--- src/stereo_led_bar_meter_decay_top_assert.svh ---
// ----------------------------------------------------------------------------
// Assertion macros for the stereo LED bar meter
// Implication checks on a clock, with an active-low asynchronous reset that
// disables them. The bodies are empty in synthesis builds.
// ----------------------------------------------------------------------------
`ifndef STEREO_LED_BAR_METER_DECAY_TOP_ASSERT_SVH
`define STEREO_LED_BAR_METER_DECAY_TOP_ASSERT_SVH

`ifndef SYNTHESIS

// Same-cycle implication: ante |-> cons
`define SLBM_ASSERT(lbl, clk, rstn, ante, cons) \
  lbl: assert property (@(posedge clk) disable iff (!rstn) (ante) |-> (cons)) \
    else $error("slbm assertion failed");

// Next-cycle implication: ante |=> cons
`define SLBM_ASSERT_NXT(lbl, clk, rstn, ante, cons) \
  lbl: assert property (@(posedge clk) disable iff (!rstn) (ante) |=> (cons)) \
    else $error("slbm assertion failed");

`else

`define SLBM_ASSERT(lbl, clk, rstn, ante, cons)
`define SLBM_ASSERT_NXT(lbl, clk, rstn, ante, cons)

`endif

`endif

--- src/slbm_pkg.sv ---
// ----------------------------------------------------------------------------
// slbm_pkg
// Types, constants and the dB segment table of the stereo LED bar meter.
// ----------------------------------------------------------------------------
package slbm_pkg;

  // Field widths
  localparam int LEVEL_W       = 15;
  localparam int COUNT_W       = 4;
  localparam int DECAY_W       = 3;
  localparam int SUM_W         = 7;   // fresh + prev * weight, at most 88
  localparam int REM_W         = 3;   // divisor is at most 8
  localparam int PEAK_BITS_DEF = 15;

  // Mapping constants
  localparam int DB_STEPS  = 44;
  localparam int LIN_STEPS = 11;
  localparam int MAX_COUNT = 11;

  // Configuration port
  localparam int CFG_IDX_W  = 1;
  localparam int CFG_DATA_W = DECAY_W;

  typedef enum logic [CFG_IDX_W-1:0] {
    CFG_USE_DB_SCALE = 1'b0,
    CFG_DECAY_WEIGHT = 1'b1
  } cfg_reg_e;

  typedef struct packed {
    logic [LEVEL_W-1:0] left_level;
    logic [LEVEL_W-1:0] right_level;
  } level_t;

  typedef struct packed {
    logic [COUNT_W-1:0] left_count;
    logic [COUNT_W-1:0] right_count;
  } count_t;

  // Segments lit against the dB-scaled index
  localparam logic [COUNT_W-1:0] SEG_TABLE [DB_STEPS] = '{
    4'd0,  4'd2,  4'd3,  4'd5,  4'd5,  4'd6,  4'd6,  4'd6,  4'd7,  4'd7,  4'd7,
    4'd7,  4'd8,  4'd8,  4'd8,  4'd8,  4'd8,  4'd9,  4'd9,  4'd9,  4'd9,  4'd9,
    4'd9,  4'd9,  4'd9,  4'd10, 4'd10, 4'd10, 4'd10, 4'd10, 4'd10, 4'd10, 4'd10,
    4'd10, 4'd10, 4'd10, 4'd11, 4'd11, 4'd11, 4'd11, 4'd11, 4'd11, 4'd11, 4'd11
  };

endpackage

--- src/stereo_led_bar_meter_decay_top.sv ---
// ----------------------------------------------------------------------------
// stereo_led_bar_meter_decay_top
// Stereo bargraph meter: maps two peak levels to lit-segment counts (dB table
// or linear) and smooths each against its last count with a shared divider.
// ----------------------------------------------------------------------------
//
//  channel | direction | handshake              | payload
//  --------+-----------+------------------------+---------------------------
//  in      | input     | in_valid_i / in_ready_o   | in_data_i  (level_t)
//  out     | output    | out_valid_o / out_ready_i | out_data_o (count_t)
//  cfg     | input     | cfg_valid_i / cfg_ready_o | cfg_index_i, cfg_data_i
//
//  An item passes a mapping step, a sum step, eight steps of the shared
//  restoring divider (four quotient bits per channel, left then right) and
//  an output load before the next item is accepted.
//  The result register frees the input side; a stalled output holds the
//  sequencer only when a second result is ready to load.
//  Reset sets dB mode, no decay and both last counts to zero.
//  The configuration port is always ready.

`include "stereo_led_bar_meter_decay_top_assert.svh"

module stereo_led_bar_meter_decay_top
  import slbm_pkg::*;
#(
  parameter int PEAK_BITS = PEAK_BITS_DEF
) (
  input  logic                  clk_i,
  input  logic                  rst_ni,
  input  logic                  in_valid_i,
  output logic                  in_ready_o,
  input  level_t                in_data_i,
  output logic                  out_valid_o,
  input  logic                  out_ready_i,
  output count_t                out_data_o,
  input  logic                  cfg_valid_i,
  output logic                  cfg_ready_o,
  input  logic [CFG_IDX_W-1:0]  cfg_index_i,
  input  logic [CFG_DATA_W-1:0] cfg_data_i
);

  // Derived sizes
  localparam int StepW   = $clog2(DB_STEPS);
  localparam int ProdW   = LEVEL_W + StepW;
  localparam int FullInt = (PEAK_BITS >= LEVEL_W) ? (1 << LEVEL_W) - 1
                                                  : (1 << PEAK_BITS) - 1;
  localparam logic [LEVEL_W-1:0] FullScale = LEVEL_W'(FullInt);
  localparam logic [ProdW-1:0]   DbIdxMax  = ProdW'(DB_STEPS - 1);
  localparam logic [ProdW-1:0]   DbMul     = ProdW'(DB_STEPS);
  localparam logic [ProdW-1:0]   LinMul    = ProdW'(LIN_STEPS);
  localparam int DivSteps = COUNT_W;
  localparam int StepCntW = $clog2(2 * DivSteps);
  localparam int BitW     = $clog2(DivSteps);
  localparam logic [StepCntW-1:0] StepLast = StepCntW'(2 * DivSteps - 1);
  localparam logic [BitW-1:0]     BitTop   = BitW'(DivSteps - 1);
  localparam logic [COUNT_W-1:0]  MaxCnt   = COUNT_W'(MAX_COUNT);

  typedef enum logic [2:0] {
    S_IDLE,
    S_MAP,
    S_SUM,
    S_DIV,
    S_DONE
  } state_e;

  // Level to segment count, one multiplier shared by both scales
  function automatic logic [COUNT_W-1:0] map_level(logic [LEVEL_W-1:0] raw,
                                                   logic db);
    logic [LEVEL_W-1:0] lvl;
    logic [ProdW-1:0]   prod;
    logic [ProdW-1:0]   scaled;
    lvl    = (raw > FullScale) ? FullScale : raw;
    prod   = ProdW'(lvl) * (db ? DbMul : LinMul);
    scaled = prod >> PEAK_BITS;
    if (db) begin
      if (scaled > DbIdxMax) begin
        scaled = DbIdxMax;
      end
      return SEG_TABLE[scaled[StepW-1:0]];
    end
    return scaled[COUNT_W-1:0];
  endfunction

  state_e                state_q;
  logic [StepCntW-1:0]   step_q;
  logic                  use_db_q;
  logic [DECAY_W-1:0]    decay_q;
  logic [COUNT_W-1:0]    prev_q  [2];
  logic [COUNT_W-1:0]    fresh_q [2];
  logic [SUM_W-1:0]      sum_q   [2];
  logic [REM_W-1:0]      rem_q;
  logic [COUNT_W-1:0]    quot_q;
  level_t                lvl_q;
  logic                  out_valid_q;
  count_t                out_data_q;

  // Divider step signals
  logic                  div_ch;
  logic [BitW-1:0]       div_bit;
  logic                  div_first;
  logic [SUM_W-1:0]      dividend;
  logic [COUNT_W-1:0]    divisor;
  logic [REM_W-1:0]      rem_in;
  logic [REM_W:0]        trial;
  logic                  trial_ge;
  logic [REM_W-1:0]      rem_d;
  logic [COUNT_W-1:0]    quot_d;
  logic [COUNT_W-1:0]    count_d;
  logic [COUNT_W-1:0]    dividend_lo;

  // Range flags for the checks
  logic                  out_in_range;
  logic                  prev_in_range;

  // Shared restoring divider, one quotient bit a cycle
  always_comb begin
    div_ch      = step_q[StepCntW-1];
    div_bit     = step_q[BitW-1:0];
    div_first   = (div_bit == '0);
    dividend    = sum_q[div_ch];
    dividend_lo = dividend[COUNT_W-1:0];
    divisor     = COUNT_W'(decay_q) + COUNT_W'(1);
    rem_in      = div_first ? dividend[SUM_W-1:COUNT_W] : rem_q;
    trial       = {rem_in, dividend_lo[BitTop - div_bit]};
    trial_ge    = (trial >= divisor);
    rem_d       = trial_ge ? REM_W'(trial - divisor) : trial[REM_W-1:0];
    quot_d      = {(div_first ? {(COUNT_W-1){1'b0}} : quot_q[COUNT_W-2:0]), trial_ge};
    count_d     = (quot_d > MaxCnt) ? MaxCnt : quot_d;
  end

  // Sequencer, configuration and result register
  always_ff @(posedge clk_i or negedge rst_ni) begin
    if (!rst_ni) begin
      state_q     <= S_IDLE;
      step_q      <= '0;
      use_db_q    <= 1'b1;
      decay_q     <= '0;
      prev_q[0]   <= '0;
      prev_q[1]   <= '0;
      out_valid_q <= 1'b0;
    end else begin
      // register writes
      if (cfg_valid_i) begin
        unique case (cfg_reg_e'(cfg_index_i))
          CFG_USE_DB_SCALE: use_db_q <= cfg_data_i[0];
          CFG_DECAY_WEIGHT: decay_q  <= cfg_data_i;
          default: ;
        endcase
      end

      // result taken; a load in the same cycle sets it again below
      if (out_valid_q && out_ready_i && (state_q != S_DONE)) begin
        out_valid_q <= 1'b0;
      end

      unique case (state_q)
        S_IDLE: begin
          if (in_valid_i) begin
            lvl_q   <= in_data_i;
            state_q <= S_MAP;
          end
        end
        S_MAP: begin
          fresh_q[0] <= map_level(lvl_q.left_level, use_db_q);
          fresh_q[1] <= map_level(lvl_q.right_level, use_db_q);
          state_q    <= S_SUM;
        end
        S_SUM: begin
          sum_q[0] <= SUM_W'(fresh_q[0]) + SUM_W'(prev_q[0]) * SUM_W'(decay_q);
          sum_q[1] <= SUM_W'(fresh_q[1]) + SUM_W'(prev_q[1]) * SUM_W'(decay_q);
          step_q   <= '0;
          state_q  <= S_DIV;
        end
        S_DIV: begin
          rem_q  <= rem_d;
          quot_q <= quot_d;
          if (div_bit == BitTop) begin
            prev_q[div_ch] <= count_d;
          end
          step_q <= step_q + StepCntW'(1);
          if (step_q == StepLast) begin
            state_q <= S_DONE;
          end
        end
        S_DONE: begin
          if (!out_valid_q || out_ready_i) begin
            out_data_q.left_count  <= prev_q[0];
            out_data_q.right_count <= prev_q[1];
            out_valid_q            <= 1'b1;
            state_q                <= S_IDLE;
          end
        end
        default: state_q <= S_IDLE;
      endcase
    end
  end

  assign in_ready_o  = (state_q == S_IDLE);
  assign out_valid_o = out_valid_q;
  assign out_data_o  = out_data_q;
  assign cfg_ready_o = 1'b1;

  assign out_in_range  = (out_data_o.left_count <= MaxCnt) &&
                         (out_data_o.right_count <= MaxCnt);
  assign prev_in_range = (prev_q[0] <= MaxCnt) && (prev_q[1] <= MaxCnt);

  // Checks
  `SLBM_ASSERT(a_out_range, clk_i, rst_ni, out_valid_o, out_in_range)
  `SLBM_ASSERT(a_prev_range, clk_i, rst_ni, 1'b1, prev_in_range)
  `SLBM_ASSERT_NXT(a_busy_after_accept, clk_i, rst_ni, in_valid_i && in_ready_o, !in_ready_o)
  `SLBM_ASSERT_NXT(a_div_ends, clk_i, rst_ni, (state_q == S_DIV) && (step_q == StepLast), state_q == S_DONE)

endmodule
--- config.mk ---
export PLATFORM = sky130hd
export DESIGN_NAME = stereo_led_bar_meter_decay_top
export DESIGN_NICKNAME = d
export VERILOG_FILES = /design/src/slbm_pkg.sv /design/src/stereo_led_bar_meter_decay_top.sv
export VERILOG_INCLUDE_DIRS = /design/src /design/src/src
export SDC_FILE = /design/constraint.sdc
export NUM_CORES = 1
export LEC_CHECK = 0
export BUFFER_PORTS_ARGS = -buffer_cell sky130_fd_sc_hd__buf_2
export CAP_MARGIN = 20
export CORE_AREA = 2 2 147 149
export CTS_CLUSTER_SIZE = 10
export DETAILED_ROUTE_END_ITERATION = 8
export DIE_AREA = 0 0 149 151
export SLEW_MARGIN = 30
export SYNTH_ARGS = -nofsm -noshare
export SYNTH_HDL_FRONTEND = slang
export SYNTH_SLANG_ARGS = --single-unit
--- constraint.sdc ---
create_clock -name clk_i -period 5.4 [get_ports clk_i]
set_input_delay 1.08 -clock clk_i [delete_from_list [all_inputs] [get_ports clk_i]]
set_output_delay 1.08 -clock clk_i [all_outputs]
set_load 0.03 [all_outputs]
==> results of run 1 <==
## cell usage after synthesis (5+ instances only)
| master | instances |
|---|---|
| nand2b_1 | 15 |
| a21oi_1 | 26 |
| nand2_1 | 37 |
| ha_1 | 134 |
| xnor2_1 | 14 |
| a31oi_1 | 5 |
| mux2_2 | 15 |
| a21o_1 | 10 |
| xor2_1 | 11 |
| and2_1 | 44 |
| or2_2 | 25 |
| inv_1 | 129 |
| nor2_1 | 20 |
| o21ai_0 | 10 |
| fa_1 | 59 |
| mux2i_1 | 6 |
| nor3_1 | 6 |
| dfrtp_1 | 18 |
| nor2b_1 | 33 |
| clkbuf_1 | 57 |
| edfxtp_1 | 66 |
## report_power, final
group / total, mW / leakage, nW / switching [mW] / internal [mW]
combinational: 2.07 / 3.43 / 1.13 / 0.944
sequential: 1.03 / 0.829 / 0.120 / 0.908
clock: 0.635 / 0.149 / 0.306 / 0.329
total: 3.73 / 4.41 / 1.55 / 2.18
## metal layers
metal  vias up  routed length (um)  GRT usage, %
met4         0                 199          3.86
met2        68                6990          24.4
met5         -                   0             0
li1       2637                   -             -
met3        17                 405          2.59
met1      2412                6830          17.7
## worst max-delay path: cells and delay by family (launching register included)
kind            cells  cell delay (ns)
buf+inv             4             0.46
fa+ha+maj           4             1.58
xor+xnor            1             0.10
flops               1             0.62
simple gates        3             0.74
compound gates      7             1.36
## worst max path at each step
stage,startpoint,endpoint,slack [ns],cells after the start
6_report,use_db_q$_DFFE_PN1P_,fresh_q[0][1]$_DFFE_PP_,0.28,19
5_1_grt,use_db_q$_DFFE_PN1P_,fresh_q[0][4]$_DFFE_PP_,0.01,17
4_1_cts,use_db_q$_DFFE_PN1P_,fresh_q[0][6]$_DFFE_PP_,0.14,17
3_5_place_dp,use_db_q$_DFFE_PN1P_,fresh_q[0][6]$_DFFE_PP_,0.15,17
3_3_place_gp,use_db_q$_DFFE_PN1P_,fresh_q[0][6]$_DFFE_PP_,0.26,17
2_1_floorplan,use_db_q$_DFFE_PN1P_,fresh_q[0][7]$_DFFE_PP_,0.03,18
## cell families after synthesis
group           count (synthesis)  share of synthesized area, %
xor+xnor                       25                          2.66
fa+ha+maj                     193                          34.7
simple gates                  200                          13.4
buf+inv                       187                          8.58
compound gates                 83                          7.36
flops                          85                          29.9
other cells                     1                        0.0456
mux                            23                          3.33
## per-stage QoR
| stage | std cells | hold WS [ns] |
|---|---|---|
| 6_report | 1090 | 0.546 |
| 3_3_place_gp | 1067 | 0.507 |
| 5_1_grt | 1090 | 0.569 |
| 2_1_floorplan | 797 | 0.470 |
| 3_5_place_dp | 1067 | 0.523 |
| 4_1_cts | 1083 | 0.539 |
## placed cells by master (no fill, tap or decap), drive strengths merged, types with 3 or more instances in the layout
master,synthesis,final
a2111oi,3,3
nor3,6,6
nand2,37,37
nand3,4,4
fa,59,59
o211ai,4,4
nand4,4,4
inv,129,131
a211oi,3,3
clkinv,0,5
xor2,11,11
and2,44,44
nor2,20,20
nor3b,3,3
edfxtp,66,66
and3,4,4
ha,134,134
o21ai,11,11
a31oi,5,5
mux2,15,15
mux2i,6,6
nor2b,33,33
dfrtp,18,18
xnor2,14,14
a21o,11,11
buf,1,60
nand2b,15,15
or2,25,25
a21oi,27,27
o21bai,4,4
clkbuf,57,9
## what timing repair did
item                                    in CTS  in global routing
buffers inserted                             0                  7
endpoints found under the setup margin       0                  7
gates resized for setup                      0                  9
## flip-flops by register name (all words and copies together), names as in the netlist
signal,flops
lvl_q,30
sum_q,14
fresh_q,8
out_data_o,8
prev_q,8
decay_q,3
quot_q,3
rem_q,3
state_q,3
step_q,3
out_valid_o,1
use_db_q,1
## cell type report
type	instances	area [sq um]	area share, %
flip-flops and latches	85	2460	27.1
repair buffers	60	343	3.77
clock buffers	9	225	2.48
clock inverters	7	81.3	0.895
multi-input cells	525	5150	56.7
inverters	129	484	5.33
well taps	275	344	3.79
==> reports/results.tsv, run 1 <==
metric	value	unit
ys_seq_area_share	29.9	%
grt_pass1_wl	24700	um
die_width	149	um
fin_crit	5.12	ns
drt_wl_total	14400	um
hold_class	flip-flop to flip-flop	
dpl-instance-area	0.00866	sq mm
grt.overflow.total	0	
gp_congestion	0.759	
grt_usage	13.9	%
leakagePower	4.41	nW
clock_skew	0.00967	ns
cts_tree	done	
num_vias	5134	
synth_top_cell_area_share	24.1	%
fmax	0.195	GHz
cts_root_buffer	clkbuf_16	
final_hold_viol_count	0	
worstRegToRegCells	19	
ys.flop_type	edfxtp_1	
synth_edf_count	66	
hpwlAfterDp	11800	um
ios	50	
clockBufferDepth	2	
ys_warn_count	0	
start_util	39.5	%
status	complete, no violations	
clock-sinks	85	
design_area	0.00908	sq mm
cts_hold_buf	0	
fin_setup_tns	0	ns
synth_area_leaders	edfxtp_1, ha_1, fa_1	
wl_per_cell	13.2	um
viasPerCell	4.71	
grt_max_degree	31	
start_kind	flip-flop	
hold_end	out_data_o[7]$_DFFE_PP_	
place_ws	0.150	ns
setup_viol	0	
tightestPinTransition	0.815	ns
crit_fanout	25	
powerDensity	411	mW/mm^2
fin_crit_sh	94.9	%
min_path_cells	0	
syn-cell-area	0.00823	sq mm
relSlewSlack	45.6	%
reg2reg_slack	0.28	ns
antenna_left	0	
maxSlewViolCount	0	
crit_slowest_cell	dfstp_2	
num_rows	53	
drc	0	
ys_types	55	
port-buffer-count	48	
fill_cells	2056	
drtPass1Iterations	4	
diodes	0	
cp-end-kind	flip-flop	
die_area	0.0225	sq mm
synth_cells	797	
crit_arrival	5.23	ns
nNetsFinal	1042	
grt_setup_unrepaired	no	
drive_above_1_share	16.9	%
synth_seq_cells	85	
synth_top_cell_by_area	edfxtp_1	
r2r-start	use_db_q$_DFFE_PN1P_	
min_from	prev_q[7]$_DFFE_PN0P_	
fin_util	43.6	%
required	5.51	ns
clock_latency	0.36	ns
r2r-end	fresh_q[0][1]$_DFFE_PP_	
synth_nets	1029	
async_flop_share	22.4	%
avgSynthCellArea	10.3	sq um
setup_ws	0.275	ns
drtIter0Drc	120	
h-tree-depth	3	
crit_chain	buf_12 > nor2b_1 > or2_2 > ha_1 > fa_1 > inv_1 > fa_1 > inv_1 > ha_1 > a21o_1 > a21o_1 > a211oi_1 > a21boi_2 > a221oi_2 > buf_4 > xnor2_2 > or3_1 > o211ai_1 > a2bb2oi_1	
irDropWorstVdd	0.212	mV
cts_buffers	9	
grt_pass1_vias	5306	
power	3.73	mW
antenna_found_initial	0	
drv_cap	0	
critPathMaxStageDelay	0.62	ns
fp.coreArea	0.0208	sq mm
path_class	flip-flop to flip-flop	
syn2layout_area_growth	10.4	%
die_h	151	um
path_clk_slew	0.08	ns
Note: power is estimated with default switching activity, not from simulation.
==> run 2, diff against run 1 <==
==> constraint.sdc (replaced) <==
create_clock -name clk_i -period 5.4 [get_ports clk_i]
set_input_delay 0.27 -clock clk_i [delete_from_list [all_inputs] [get_ports clk_i]]
set_output_delay 0.27 -clock clk_i [all_outputs]
set_load 0.03 [all_outputs]
==> reports/results.tsv, run 2 (same netlist as run 1, synthesis figures left out) <==
metric	value	unit	change
status	complete, no violations		
die_h	151	um	unchanged
start_kind	flip-flop		
crit_fanout	25		unchanged
grt_max_degree	31		unchanged
ios	50		unchanged
path_clk_slew	0.08	ns	about the same
hold_class	primary input to flip-flop		
start_util	39.5	%	unchanged
die_width	149	um	unchanged
cts_root_buffer	clkbuf_16		
tightestPinTransition	0.802	ns	-0.0125 ns
seq_power_share	27.5	%	about the same
grt_pass1_wl	24700	um	unchanged
clock_skew	0.00964	ns	-0.0000294 ns
drtIter0Drc	128		+6.7%
dpl-instance-area	0.00866	sq mm	unchanged
fin_setup_tns	0	ns	unchanged
min_path_cells	1		+1
irDropWorstVdd	0.212	mV	about the same
gp_congestion	0.759		unchanged
drv_cap	0		unchanged
antenna_left	0		unchanged
fin_crit	5.15	ns	+0.0236 ns
wl_per_cell	13.2	um	about the same
drt_wl_total	14400	um	about the same
setup_viol	0		unchanged
h-tree-depth	3		unchanged
clock_latency	0.36	ns	about the same
num_rows	53		unchanged
drive_above_1_share	16.9	%	-0.021 points
crit_start	use_db_q$_DFFE_PN1P_		
fin_hold_ws	0.0772	ns	-0.468 ns
multi_input_area	0.00515	sq mm	unchanged
port-buffer-count	48		unchanged
grt_pass1_vias	5306		unchanged
crit_arrival	5.25	ns	+0.02 ns
syn2layout_area_growth	10.5	%	
path_class	flip-flop to flip-flop		
fill_cells	2057		+0.049%
nNetsFinal	1043		+0.096%
regArea	0.00246	sq mm	unchanged
cp-end-kind	flip-flop		
required	5.50	ns	about the same
design_area	0.00909	sq mm	+0.11%
grt_usage	13.9	%	unchanged
fmax	0.194	GHz	-0.46%
drc	0		unchanged
p_int	2.18	mW	about the same
clockBufferDepth	2		unchanged
maxSlewViolCount	0		unchanged
crit_slowest_cell	dfstp_2		
leakagePower	4.41	nW	about the same
layout_common_cells	ha_1, inv_1, edfxtp_1, fa_1, buf_2		
num_vias	5152		+0.35%
fp.coreArea	0.0208	sq mm	unchanged
switchingPower	1.55	mW	about the same
antenna_found_initial	0		unchanged
diodes	0		unchanged
grt.overflow.total	0		unchanged
drtPass1Iterations	4		unchanged
grt_setup_unrepaired	no		
hpwlAfterDp	11800	um	unchanged
critPathMaxStageDelay	0.62	ns	about the same
powerDensity	411	mW/mm^2	about the same
fin_crit_sh	95.3	%	+0.44 points
layout_commonest_cell	ha_1		
crit_chain	buf_12 > buf_4 > and2_1 > ha_1 > fa_1 > fa_1 > ha_1 > o211ai_1 > a2111oi_0 > a221o_2 > a2111oi_4 > buf_4 > xnor2_2 > a21oi_2 > a21oi_1 > o41ai_2 > o21ai_1		
clock-sinks	85		unchanged
largest_reg_flops	30		unchanged
switching_share	41.6	%	about the same
cts_buffers	9		unchanged
die_area	0.0225	sq mm	unchanged
worstRegToRegCells	17		-2
viasPerCell	4.72		+0.26%
final_hold_viol_count	0		unchanged
cts_tree	done		
largest_register	lvl_q		
relSlewSlack	46.4	%	+0.83 points
min_from	in_data_i[5]		
p_clk_share	17.0	%	about the same
r2r-start	use_db_q$_DFFE_PN1P_		
reg_top3	lvl_q x30, sum_q x14		
power_frac_comb	55.5	%	about the same
==> run 2: cell count changes in the layout (fill, tap and decap cells not counted) <==
cell	delta
dlygate4sd3_1	+1
==> run 2: final timing paths <==
path / endpoint / slack [ns]
min in group asynchronous: state_q[0]$_DFFE_PN0P_ / 0.43
hold / removal: lvl_q[5]$_DFFE_PP_ / 0.08
max in group asynchronous: prev_q[6]$_DFFE_PN0P_ / 4.59
hold reg to reg: out_data_o[7]$_DFFE_PP_ / 0.55
setup reg to reg: fresh_q[0][4]$_DFFE_PP_ / 0.25
setup / recovery: fresh_q[0][4]$_DFFE_PP_ / 0.25
==> run 2: critical path: cells and delay by family, from the launching register on <==
kind	cells	cell delay, ns
AO/OA/AOI/OAI	8	1.83
adder cells (fa/ha/maj)	4	1.56
flip-flops	1	0.62
buffers and inverters	3	0.59
AND/OR/NAND/NOR	1	0.18
XOR/XNOR	1	0.09
==> run 2: final cells by class <==
class,instances,share of cell area (%)
clock buffers,9,2.48
multi-input cells,525,56.6
inverters,129,5.32
clock inverters,7,0.894
repair buffers,61,3.88
well taps,275,3.78
flip-flops and latches,85,27.0
==> run 2: what timing repair did <==
item	4_1_cts	5_1_grt
hold endpoints to repair	18	0
setup buffers	0	7
setup endpoints to repair	0	7
resized for setup	0	9
hold buffers	1	0
==> run 2: power groups by stage <==
stage	Sequential (mW)	Combinational [mW]	Clock [mW]
2_1_floorplan	0.968	1.64	0
3_3_place_gp	1.04	1.99	0
3_5_place_dp	1.04	2.03	0
4_1_cts	1.03	2.05	0.663
5_1_grt	1.05	2.40	0.680
6_report	1.03	2.07	0.635
==> run 2: per-stage QoR <==
stage / util [%] / std cells / total power, mW / setup slack, ns
6_report: 43.7 / 1091 / 3.74 / 0.252
3_3_place_gp: 41.6 / 1067 / 3.03 / 0.258
3_5_place_dp: 41.6 / 1067 / 3.07 / 0.150
2_1_floorplan: - / 797 / 2.61 / 0.0298
4_1_cts: 43.1 / 1084 / 3.74 / 0.138
5_1_grt: 43.7 / 1091 / 4.13 / 0.0135
==> run 2: layer usage <==
layer  vias up  global-route usage [%]  wire (um)
met3        17                    2.56        366
met2        68                    24.4       7010
li1       2642                       -          -
met5         -                       0          0
met4         0                    3.86        201
met1      2425                    17.7       6850
==> run 3, diff against run 2 <==
ABC_AREA = 1   (was unset)
CORE_AREA = 2 2 153 155   (was 2 2 147 149)
DIE_AREA = 0 0 155 157   (was 0 0 149 151)
==> reports/results.tsv, run 3 <==
metric	value	unit	change
status	complete, no violations		
fmax	0.224	GHz	+16%
grt_setup_unrepaired	no		
fin_crit_sh	82.5	%	-13 points
path_class	flip-flop to flip-flop		
regArea	0.00246	sq mm	unchanged
cts_tree	done		
multi_input_area	0.00524	sq mm	+1.7%
drtPass1Iterations	4		unchanged
synth_seq_cells	85		unchanged
hold_class	primary input to flip-flop		
r2r-end	fresh_q[0][5]$_DFFE_PP_		
cts_hold_buf	1		unchanged
setup_viol	0		unchanged
fin_crit	4.45	ns	-0.694 ns
irDropWorstVdd	0.186	mV	-12%
grt_max_degree	93		+200%
num_vias	6482		+26%
nNetsFinal	1349		+29%
path_clk_slew	0.08	ns	about the same
dpl-instance-area	0.00933	sq mm	+7.8%
powerDensity	507	mW/mm^2	+23%
die_width	155	um	+4.0%
required	5.52	ns	+0.02 ns
synth_edf_count	66		unchanged
gp_congestion	0.873		+15%
fin_hold_ws	0.0861	ns	+0.00892 ns
die_h	157	um	+4.0%
hold_end	lvl_q[15]$_DFFE_PP_		
viasPerCell	4.61		-2.4%
clock-sinks	85		unchanged
largest_register	lvl_q		
grt_pass1_wl	28900	um	+17%
final_hold_viol_count	0		unchanged
fill_cells	2260		+9.9%
avgSynthCellArea	8.03	sq um	-22%
wl_per_cell	11.6	um	-12%
num_rows	55		+3.8%
leakagePower	5.37	nW	+22%
clockBufferDepth	2		unchanged
start_util	39.6	%	+0.090 points
die_area	0.0243	sq mm	+8.2%
hpwlAfterDp	13400	um	+13%
antenna_left	0		unchanged
r2r-start	use_db_q$_DFFE_PN1P_		
start_kind	flip-flop		
drt_wl_total	16300	um	+13%
cts_resized	0		unchanged
diodes	0		unchanged
reg2reg_slack	0.95	ns	+0.69 ns
synth_area_leaders	edfxtp_1, ha_1, fa_1		
cp-end-kind	flip-flop		
fp.coreArea	0.0225	sq mm	+8.1%
min_from	in_data_i[15]		
syn2layout_area_growth	8.18	%	
maxSlewViolCount	0		unchanged
design_area	0.00964	sq mm	+6.0%
ys_seq_area_share	27.6	%	-2.3 points
ys_warn_count	0		unchanged
cts_setup_buffers	0		unchanged
syn-cell-area	0.00891	sq mm	+8.3%
ys.flop_type	edfxtp_1		
ys_types	45		-18%
worstRegToRegCells	25		+8
drc	0		unchanged
cts_root_buffer	clkbuf_16		
cts_buffers	9		unchanged
grt_usage	14.6	%	+0.65 points
async_flop_share	22.4	%	unchanged
tightestPinTransition	0.809	ns	+0.00617 ns
port-buffer-count	48		unchanged
layout_common_cells	inv_1, nand2_1, ha_1, nor2_1, edfxtp_1		
grt.overflow.total	0		unchanged
antenna_found_initial	0		unchanged
layout_commonest_cell	inv_1		
synth_common_cells	inv_1, nand2_1, ha_1, nor2_1, edfxtp_1		
drtIter0Drc	232		+81%
drive_above_1_share	8.73	%	-8.2 points
drv_cap	0		unchanged
synth_nets	1342		+30%
synth_cells	1110		+39%
min_path_cells	1		unchanged
fin_setup_tns	0	ns	unchanged
grt_pass1_vias	6430		+21%
synthMostInstantiatedCell	inv_1		
clock_skew	0.0131	ns	+0.00343 ns
clock_latency	0.35	ns	about the same
crit_arrival	4.57	ns	-0.68 ns
h-tree-depth	3		unchanged
synth_top_cell_by_area	edfxtp_1		
crit_fanout	92		+270%
largest_reg_flops	30		unchanged
synth_top_cell_area_share	22.2	%	-1.8 points
relSlewSlack	45.9	%	-0.50 points
ios	50		unchanged
reg_top3	lvl_q x30, sum_q x14		
-- run 3: cell count changes in the layout (fill, tap and decap cells not counted), moves of 33 or more --
cell and delta:
nor2_1 +60, o21ai_0 +53, inv_1 +136, nand2_1 +180, nor2b_1 -33, and2_1 -43
-- run 3: how the worst max path moves through the flow --
stage	from	endpoint	slack [ns]	depth (start not counted)
floorplan	use_db_q$_DFFE_PN1P_	fresh_q[0][5]$_DFFE_PP_	1.00	24
global placement	use_db_q$_DFFE_PN1P_	fresh_q[0][5]$_DFFE_PP_	1.03	25
detailed placement	use_db_q$_DFFE_PN1P_	fresh_q[0][5]$_DFFE_PP_	0.98	25
CTS	use_db_q$_DFFE_PN1P_	fresh_q[0][5]$_DFFE_PP_	0.97	25
global route	use_db_q$_DFFE_PN1P_	fresh_q[0][4]$_DFFE_PP_	0.52	27
finish	use_db_q$_DFFE_PN1P_	fresh_q[0][5]$_DFFE_PP_	0.95	25
-- run 3: routing by layer --
metal	GRT usage (%)	vias up	wire, um
li1	-	3442	-
met1	19.3	2947	8100
met2	25.0	82	7570
met3	2.37	11	438
met4	3.66	0	222
met5	0	-	0
-- run 3: cell families after synthesis --
group                    after synthesis  share of synthesized area [%]
flip-flops                            85                           27.6
other                                  1                         0.0421
buffers and inverters                325                           13.8
XOR/XNOR                              11                           1.17
AO/OA/AOI/OAI                        126                           7.66
adder cells (fa/ha/maj)              193                           32.1
AND/OR/NAND/NOR                      366                           17.3
multiplexers                           3                          0.365
-- run 3: final cells by class --
type | instances | share of cell area (%)
clock inverters | 7 | 0.766
clock buffers | 9 | 2.34
multi-input cells | 700 | 54.3
inverters | 270 | 10.5
repair buffers | 51 | 2.88
flip-flops and latches | 85 | 25.5
well taps | 285 | 3.70
-- run 3: per-stage QoR --
stage	setup WS [ns]	total power [mW]	utilization (%)	cells
after floorplan	1.00	3.62	-	1110
after global placement	1.03	4.23	41.4	1390
after detailed placement	0.982	4.27	41.5	1390
after CTS	0.968	4.94	42.9	1407
after global routing	0.521	5.54	42.9	1407
final	0.945	4.89	42.9	1407
-- run 3: where the power goes --
group | internal (mW) | leakage (nW) | switching [mW]
registers | 0.956 | 0.831 | 0.113
logic | 1.19 | 4.39 | 1.99
clock network | 0.329 | 0.148 | 0.311
-- run 3: critical path, cell delays in order, from the launching register on --
cell     delay, ns
dfstp_2       0.55
buf_12        0.29
nand2_1       0.14
inv_1         0.08
ha_1          0.24
fa_1          0.54
inv_1         0.06
fa_1          0.52
inv_1         0.04
ha_1          0.31
a21oi_1       0.24
inv_1         0.06
nor2_1        0.09
nand3_1       0.08
nand2_1       0.08
nand2_1       0.05
nand2_1       0.05
nand2_1       0.08
nand2_1       0.08
nand3_2       0.09
nand2_4       0.10
nand3_2       0.09
nor2_1        0.10
nor2_1        0.05
nor2_1        0.09
nor2_1        0.04
